===== src/asrl_pkg.sv =====
// ----------------------------------------------------------------------------
// asrl_pkg
// Shared types and codes of the asymmetric slew-rate limiter.
// ----------------------------------------------------------------------------
package asrl_pkg;

  localparam int RATE_W = 32;
  localparam int STEP_W = 32;

  typedef logic [1:0] status_t;

  localparam status_t ST_OK     = 2'd0;
  localparam status_t ST_RANGE  = 2'd1;
  localparam status_t ST_NOINIT = 2'd2;

  typedef logic cfg_index_t;

  localparam cfg_index_t CFG_RISING  = 1'b0;
  localparam cfg_index_t CFG_FALLING = 1'b1;

  localparam logic REQ_STEP  = 1'b0;
  localparam logic REQ_RESET = 1'b1;

endpackage


===== src/asymmetric_slew_rate_limiter_core.sv =====
// ----------------------------------------------------------------------------
// asymmetric_slew_rate_limiter_core
// Moves a held value toward each requested target, limited by separate
// rising and falling rates, and reports the applied rate.
// ----------------------------------------------------------------------------
// Channels: in_* takes one word per request (tuser = reset flag, tdata =
// target then time step); out_* gives one word per request (status, new
// value, applied rate); cfg_* writes the rising (index 0) and falling
// (index 1) rate registers and is always ready.
// Sequence: a reset request or a rejected step goes from acceptance to the
// finish state, which loads the output register. A limited step passes
// through a multiply step and a limit step, then one quotient bit per cycle
// from a restoring subtract/compare unit, then a check step and the finish
// state, which loads the output register.
// Throughput: one request at a time; in_tready is low from acceptance
// until the result is loaded into the output register.
// Stall: the output register holds its word while out_tready is low, and
// a finished result waits in the sequencer until the register is free.
// Reset: clears both rates, the held value and the initialized flag, and
// drops out_tvalid.
// ----------------------------------------------------------------------------
module asymmetric_slew_rate_limiter_core #(
  parameter int VALUE_WIDTH = 32,
  parameter int FRAC_BITS   = 16,
  localparam int IN_W  = ((VALUE_WIDTH + asrl_pkg::STEP_W) + 7) / 8 * 8,
  localparam int OUT_W = ((2 + 2 * VALUE_WIDTH) + 7) / 8 * 8
) (
  input  logic                        clk,
  input  logic                        rst_n,
  input  logic                        in_tvalid,
  output logic                        in_tready,
  input  logic [IN_W-1:0]             in_tdata,   // target_value, time_step
  input  logic                        in_tuser,   // req_type
  output logic                        out_tvalid,
  input  logic                        out_tready,
  output logic [OUT_W-1:0]            out_tdata,  // status, new value, applied rate
  input  logic                        cfg_valid,
  output logic                        cfg_ready,
  input  asrl_pkg::cfg_index_t        cfg_index,
  input  logic [asrl_pkg::RATE_W-1:0] cfg_data
);
  import asrl_pkg::*;

  localparam int VW   = VALUE_WIDTH;
  localparam int AW   = VW + 1;
  localparam int QW   = AW + FRAC_BITS;
  localparam int CW   = (AW > 64) ? AW : 64;
  localparam int CNTW = $clog2(QW + 1);
  localparam int PW   = RATE_W + STEP_W;

  localparam logic [2:0] S_IDLE = 3'd0;
  localparam logic [2:0] S_MUL  = 3'd1;
  localparam logic [2:0] S_LIM  = 3'd2;
  localparam logic [2:0] S_DIV  = 3'd3;
  localparam logic [2:0] S_CHK  = 3'd4;
  localparam logic [2:0] S_FIN  = 3'd5;

  logic [2:0]        state_r;
  logic [RATE_W-1:0] rising_r;
  logic [RATE_W-1:0] falling_r;
  logic [VW-1:0]     held_r;
  logic              init_r;
  logic [VW-1:0]     tgt_r;
  logic [STEP_W-1:0] dt_r;
  logic              up_r;
  logic [AW-1:0]     mag_r;
  logic [PW-1:0]     prod_r;
  logic [AW-1:0]     appl_r;
  logic [QW-1:0]     div_r;
  logic [STEP_W-1:0] rem_r;
  logic [CNTW-1:0]   cnt_r;
  status_t           res_status_r;
  logic [VW-1:0]     res_value_r;
  logic [VW-1:0]     res_rate_r;
  logic              out_valid_r;
  logic [OUT_W-1:0]  out_data_r;

  logic [VW-1:0]     in_target;
  logic [STEP_W-1:0] in_step;
  logic              in_fire;
  logic              up_c;
  logic [AW-1:0]     tgt_ext;
  logic [AW-1:0]     held_ext;
  logic [AW-1:0]     mag_c;
  logic [PW-1:0]     lim_c;
  logic [AW-1:0]     applied_c;
  logic [STEP_W:0]   rem_sh;
  logic              ge_c;
  logic [STEP_W:0]   rem_sub;
  logic [VW-1:0]     rlim_c;
  logic [VW-1:0]     next_c;
  logic [VW-1:0]     rate_c;
  logic              out_free;

  assign in_target = in_tdata[VW-1:0];
  assign in_step   = in_tdata[VW +: STEP_W];
  assign in_tready = (state_r == S_IDLE);
  assign in_fire   = in_tvalid && in_tready;
  assign cfg_ready = 1'b1;
  assign out_free  = !out_valid_r || out_tready;
  assign out_tvalid = out_valid_r;
  assign out_tdata  = out_data_r;

  always_comb begin
    tgt_ext  = {tgt_r[VW-1], tgt_r};
    held_ext = {held_r[VW-1], held_r};
    up_c     = ($signed(tgt_r) >= $signed(held_r));
    mag_c    = up_c ? (tgt_ext - held_ext) : (held_ext - tgt_ext);
    lim_c    = prod_r >> FRAC_BITS;
    applied_c = (CW'(mag_r) < CW'(lim_c)) ? mag_r : AW'(lim_c);
    rem_sh   = {rem_r, div_r[QW-1]};
    ge_c     = (rem_sh >= {1'b0, dt_r});
    rem_sub  = rem_sh - {1'b0, dt_r};
    rlim_c   = up_r ? {1'b0, {(VW-1){1'b1}}} : {1'b1, {(VW-1){1'b0}}};
    next_c   = up_r ? (held_r + appl_r[VW-1:0]) : (held_r - appl_r[VW-1:0]);
    rate_c   = up_r ? div_r[VW-1:0] : (VW'(0) - div_r[VW-1:0]);
  end

  always_ff @(posedge clk) begin
    if (!rst_n) begin
      rising_r  <= '0;
      falling_r <= '0;
    end else if (cfg_valid && cfg_ready) begin
      unique case (cfg_index)
        CFG_RISING:  rising_r  <= cfg_data;
        CFG_FALLING: falling_r <= cfg_data;
        default: ;
      endcase
    end
  end

  always_ff @(posedge clk) begin
    if (!rst_n) begin
      state_r     <= S_IDLE;
      held_r      <= '0;
      init_r      <= 1'b0;
      out_valid_r <= 1'b0;
    end else begin
      if (state_r == S_FIN && out_free) begin
        out_valid_r <= 1'b1;
      end else if (out_tready) begin
        out_valid_r <= 1'b0;
      end
      unique case (state_r)
        S_IDLE: begin
          if (in_fire) begin
            tgt_r      <= in_target;
            dt_r       <= in_step;
            res_rate_r <= '0;
            priority if (in_tuser == REQ_RESET) begin
              held_r       <= in_target;
              init_r       <= 1'b1;
              res_status_r <= ST_OK;
              res_value_r  <= in_target;
              state_r      <= S_FIN;
            end else if (in_step == '0) begin
              res_status_r <= ST_RANGE;
              res_value_r  <= '0;
              state_r      <= S_FIN;
            end else if (!init_r) begin
              res_status_r <= ST_NOINIT;
              res_value_r  <= '0;
              state_r      <= S_FIN;
            end else begin
              res_status_r <= ST_OK;
              res_value_r  <= '0;
              state_r      <= S_MUL;
            end
          end
        end
        S_MUL: begin
          up_r    <= up_c;
          mag_r   <= mag_c;
          prod_r  <= (up_c ? rising_r : falling_r) * dt_r;
          state_r <= S_LIM;
        end
        S_LIM: begin
          appl_r  <= applied_c;
          div_r   <= {applied_c, {FRAC_BITS{1'b0}}};
          rem_r   <= '0;
          cnt_r   <= CNTW'(QW);
          state_r <= S_DIV;
        end
        S_DIV: begin
          rem_r <= ge_c ? rem_sub[STEP_W-1:0] : rem_sh[STEP_W-1:0];
          div_r <= {div_r[QW-2:0], ge_c};
          cnt_r <= cnt_r - 1'b1;
          if (cnt_r == CNTW'(1)) begin
            state_r <= S_CHK;
          end
        end
        S_CHK: begin
          if (div_r > QW'(rlim_c)) begin
            res_status_r <= ST_RANGE;
          end else begin
            held_r      <= next_c;
            res_value_r <= next_c;
            res_rate_r  <= rate_c;
          end
          state_r <= S_FIN;
        end
        S_FIN: begin
          if (out_free) begin
            state_r <= S_IDLE;
          end
        end
        default: state_r <= S_IDLE;
      endcase
    end
  end

  always_ff @(posedge clk) begin
    if (state_r == S_FIN && out_free) begin
      out_data_r <= OUT_W'({res_rate_r, res_value_r, res_status_r});
    end
  end

endmodule


===== config.mk =====
export PLATFORM = sky130hd
export DESIGN_NAME = asymmetric_slew_rate_limiter_core
export DESIGN_NICKNAME = d
export VERILOG_FILES = /design/src/asrl_pkg.sv /design/src/asymmetric_slew_rate_limiter_core.sv
export SDC_FILE = /design/constraint.sdc
export NUM_CORES = 2
export LEC_CHECK = 0
export BUFFER_PORTS_ARGS = -buffer_cell sky130_fd_sc_hd__buf_2
export CAP_MARGIN = 20
export CELL_PAD_IN_SITES_DETAIL_PLACEMENT = 0
export CELL_PAD_IN_SITES_GLOBAL_PLACEMENT = 1
export CORE_MARGIN = 10
export CORE_UTILIZATION = 35
export DETAILED_ROUTE_END_ITERATION = 10
export PLACE_DENSITY_LB_ADDON = 0.12
export SLEW_MARGIN = 5
export SYNTH_ARGS = -nofsm -noshare
export SYNTH_HDL_FRONTEND = slang
export SYNTH_SLANG_ARGS = --single-unit

===== constraint.sdc =====
create_clock -name clk -period 17.9 [get_ports clk]
set_input_delay 1.79 -clock clk [delete_from_list [all_inputs] [get_ports clk]]
set_output_delay 1.79 -clock clk [all_outputs]
set_load 0.005 [all_outputs]

==> results.json <==
{
  "die-area_mm2": 0.190,
  "fin_crit_ns": 12.73,
  "worstSetupPathType": "reg2reg",
  "cts_hold_buf": 0,
  "slew_headroom_pct": 26.0,
  "synth.area.top_cells": "fa_1 (30%), edfxtp_1 (20%), ha_1 (9.4%)",
  "max_cap_violations": 0,
  "gp_congestion": 0.887,
  "final_common_cell": "inv_1",
  "vias_per_cell": 5.19,
  "drt_iter0_drc": 3218,
  "port_buffers": 170,
  "place_hpwl_um": 170000,
  "yosys.area.top_type": "fa_1",
  "synth-edff-count": 397,
  "core_area_mm2": 0.172,
  "run_status": "finished clean",
  "fmax_mhz": 78.6,
  "hold_depth": 0,
  "synth_top_area_share_pct": 29.7,
  "gr-usage-met1_pct": 30.1,
  "synth_flop_cell": "edfxtp_1",
  "ios": 178,
  "grt_overflow": 0,
  "hold_path_class": "reg2reg",
  "clockRootBuffer": "clkbuf_16",
  "grt.met3_usage_pct": 2.06,
  "arrival_ns": 13.16,
  "cts_sinks": 498,
  "busiest_layer": "met2",
  "path_depth": 33,
  "drc": 0,
  "yosys_warnings": 0,
  "layout_common_cells": "inv_1 (1039), fa_1 (899), nand2_1 (821)",
  "grt_max_degree": 77,
  "setup_viol": 0,
  "setup_ws_ns": 5.17,
  "worst_pin_slew_ns": 1.11,
  "netlist_area_mm2": 0.0606,
  "routed-via-count": 46400,
  "fin_nets": 8026,
  "clk_pin_slew_ns": 0.06,
  "htree_levels": 2,
  "initial_utilization_pct": 35.3,
  "worst_setup_path_start_kind": "register",
  "netlist_instances": 6545,
  "min_period_over_period_pct": 71.1,
  "totalWireLength_um": 219000,
  "cts_tree": "done",
  "clockBufferDepth": 3,
  "ys_seq_area_share_pct": 23.0,
  "grt_pass1_vias": 48100,
  "ys_ff_latch": 498,
  "die_w_um": 436,
  "num_rows": 152,
  "crit_path_end_kind": "register",
  "antenna_left": 0,
  "hold_viol_final": 0,
  "fin_setup_tns_ns": 0,
  "crit_slowest_cell": "buf_4",
  "slew_viol_final": 0,
  "grt_use_total_pct": 22.7,
  "drt_first_pass_iters": 6,
  "critPathTopFamily": "adder cells",
  "path_buf_inv": 5,
  "synthArstFlopShare_pct": 0,
  "crit_required_ns": 18.33,
  "drive_gt1_share_pct": 8.42,
  "synth_cell_types": 83,
  "grt_pass1_wl_um": 327000,
  "cts_resized": 0,
  "path_common_cell": "fa_1",
  "clock_skew_ns": 0.0632,
  "met2_usage_pct": 39.1,
  "pre_cts_ws_ns": 5.32,
  "ff2ff_path_depth": 33,
  "antenna_found_initial": 12,
  "rsz0062_at_grt": "no",
  "syn_avg_cell_area_um2": 9.27,
  "critical-path-max-stage-delay_ns": 0.75,
  "synthToLayoutAreaGrowth_pct": 9.06,
  "clk_latency_ns": 0.70,
  "fp.dieH_um": 436,
  "critPathMaxFanout": 49,
  "cts_buffers": 57,
  "postCtsSetupBuffers": 0,
  "wl_per_cell_um": 24.5
}
## final timing paths
kind	end	start	slack, ns
setup / recovery	prod_r[45]	held_r[25]	5.17
hold / removal	out_tdata[35]	res_rate_r[1]	0.41
setup reg to reg	prod_r[45]	held_r[25]	5.17
hold reg to reg	out_tdata[35]	res_rate_r[1]	0.41
## registers in the layout, summed over array words and instances (netlist names), 2 cells and up
register / count
dt_r: 32
cnt_r: 6
rising_r: 32
res_rate_r: 32
res_status_r: 2
appl_r: 32
out_tdata: 66
mag_r: 33
state_r: 3
tgt_r: 32
rem_r: 32
div_r: 49
held_r: 32
falling_r: 32
res_value_r: 32
prod_r: 48
## per-stage QoR
stage	hold WS (ns)	instances	util, %	area (um2)
final	0.415	8930	38.5	66100
after global routing	0.420	8929	38.5	66100
after CTS	0.411	8926	38.5	66100
after detailed placement	0.405	8820	37.3	64200
after global placement	0.402	8820	37.3	64200
after floorplan	0.400	6550	-	60700
## cell type report
cell class	count	area, um2
timing repair buffer	292	1770
tap	2310	2890
sequential	498	13900
clock buffer	71	1510
clock inverter	35	444
multi-input combinational	4666	41600
fill	17500	106000
inverter	1054	3960
antenna	4	10.0
## cells in the mapped netlist (all sizes together), types with 29 or more instances
| cell type | instances |
|---|---|
| buf | 52 |
| xor2 | 64 |
| inv | 1042 |
| a21o | 131 |
| nor3 | 49 |
| nor2 | 758 |
| o21bai | 31 |
| ha | 455 |
| a21oi | 338 |
| a31oi | 33 |
| nand3 | 78 |
| a211oi | 29 |
| clkbuf | 280 |
| and2 | 83 |
| nand2 | 823 |
| dfxtp | 101 |
| mux2 | 70 |
| nor4 | 43 |
| and3 | 37 |
| o221a | 33 |
| nand4 | 57 |
| fa | 899 |
| nor2b | 34 |
| mux2i | 51 |
| o21ai | 201 |
| edfxtp | 397 |
| xnor2 | 121 |
## cell families (layout without fill, tap and decap cells)
kind of cell	after synthesis	in the layout	share of synthesized area [%]
AOI/OAI and AO/OA	951	951	9.98
xor gates and xnor gates	185	185	2.67
muxes	121	121	2.14
and+or+nand+nor	2048	2048	14.5
buffers and inverters	1386	1452	8.70
DFF	498	498	23.0
other	2	11	0.0124
adders and majority gates	1354	1354	39.1
## routing by layer
layer | routed length (um) | vias up
met5 | 0 | -
met4 | 7190 | 0
met1 | 95600 | 23900
li1 | - | 21100
met2 | 107000 | 1145
met3 | 9270 | 229
Power is left out: the tool's default activity adds up to more than one toggle a clock period on the data nets, which glitch-free logic cannot reach.
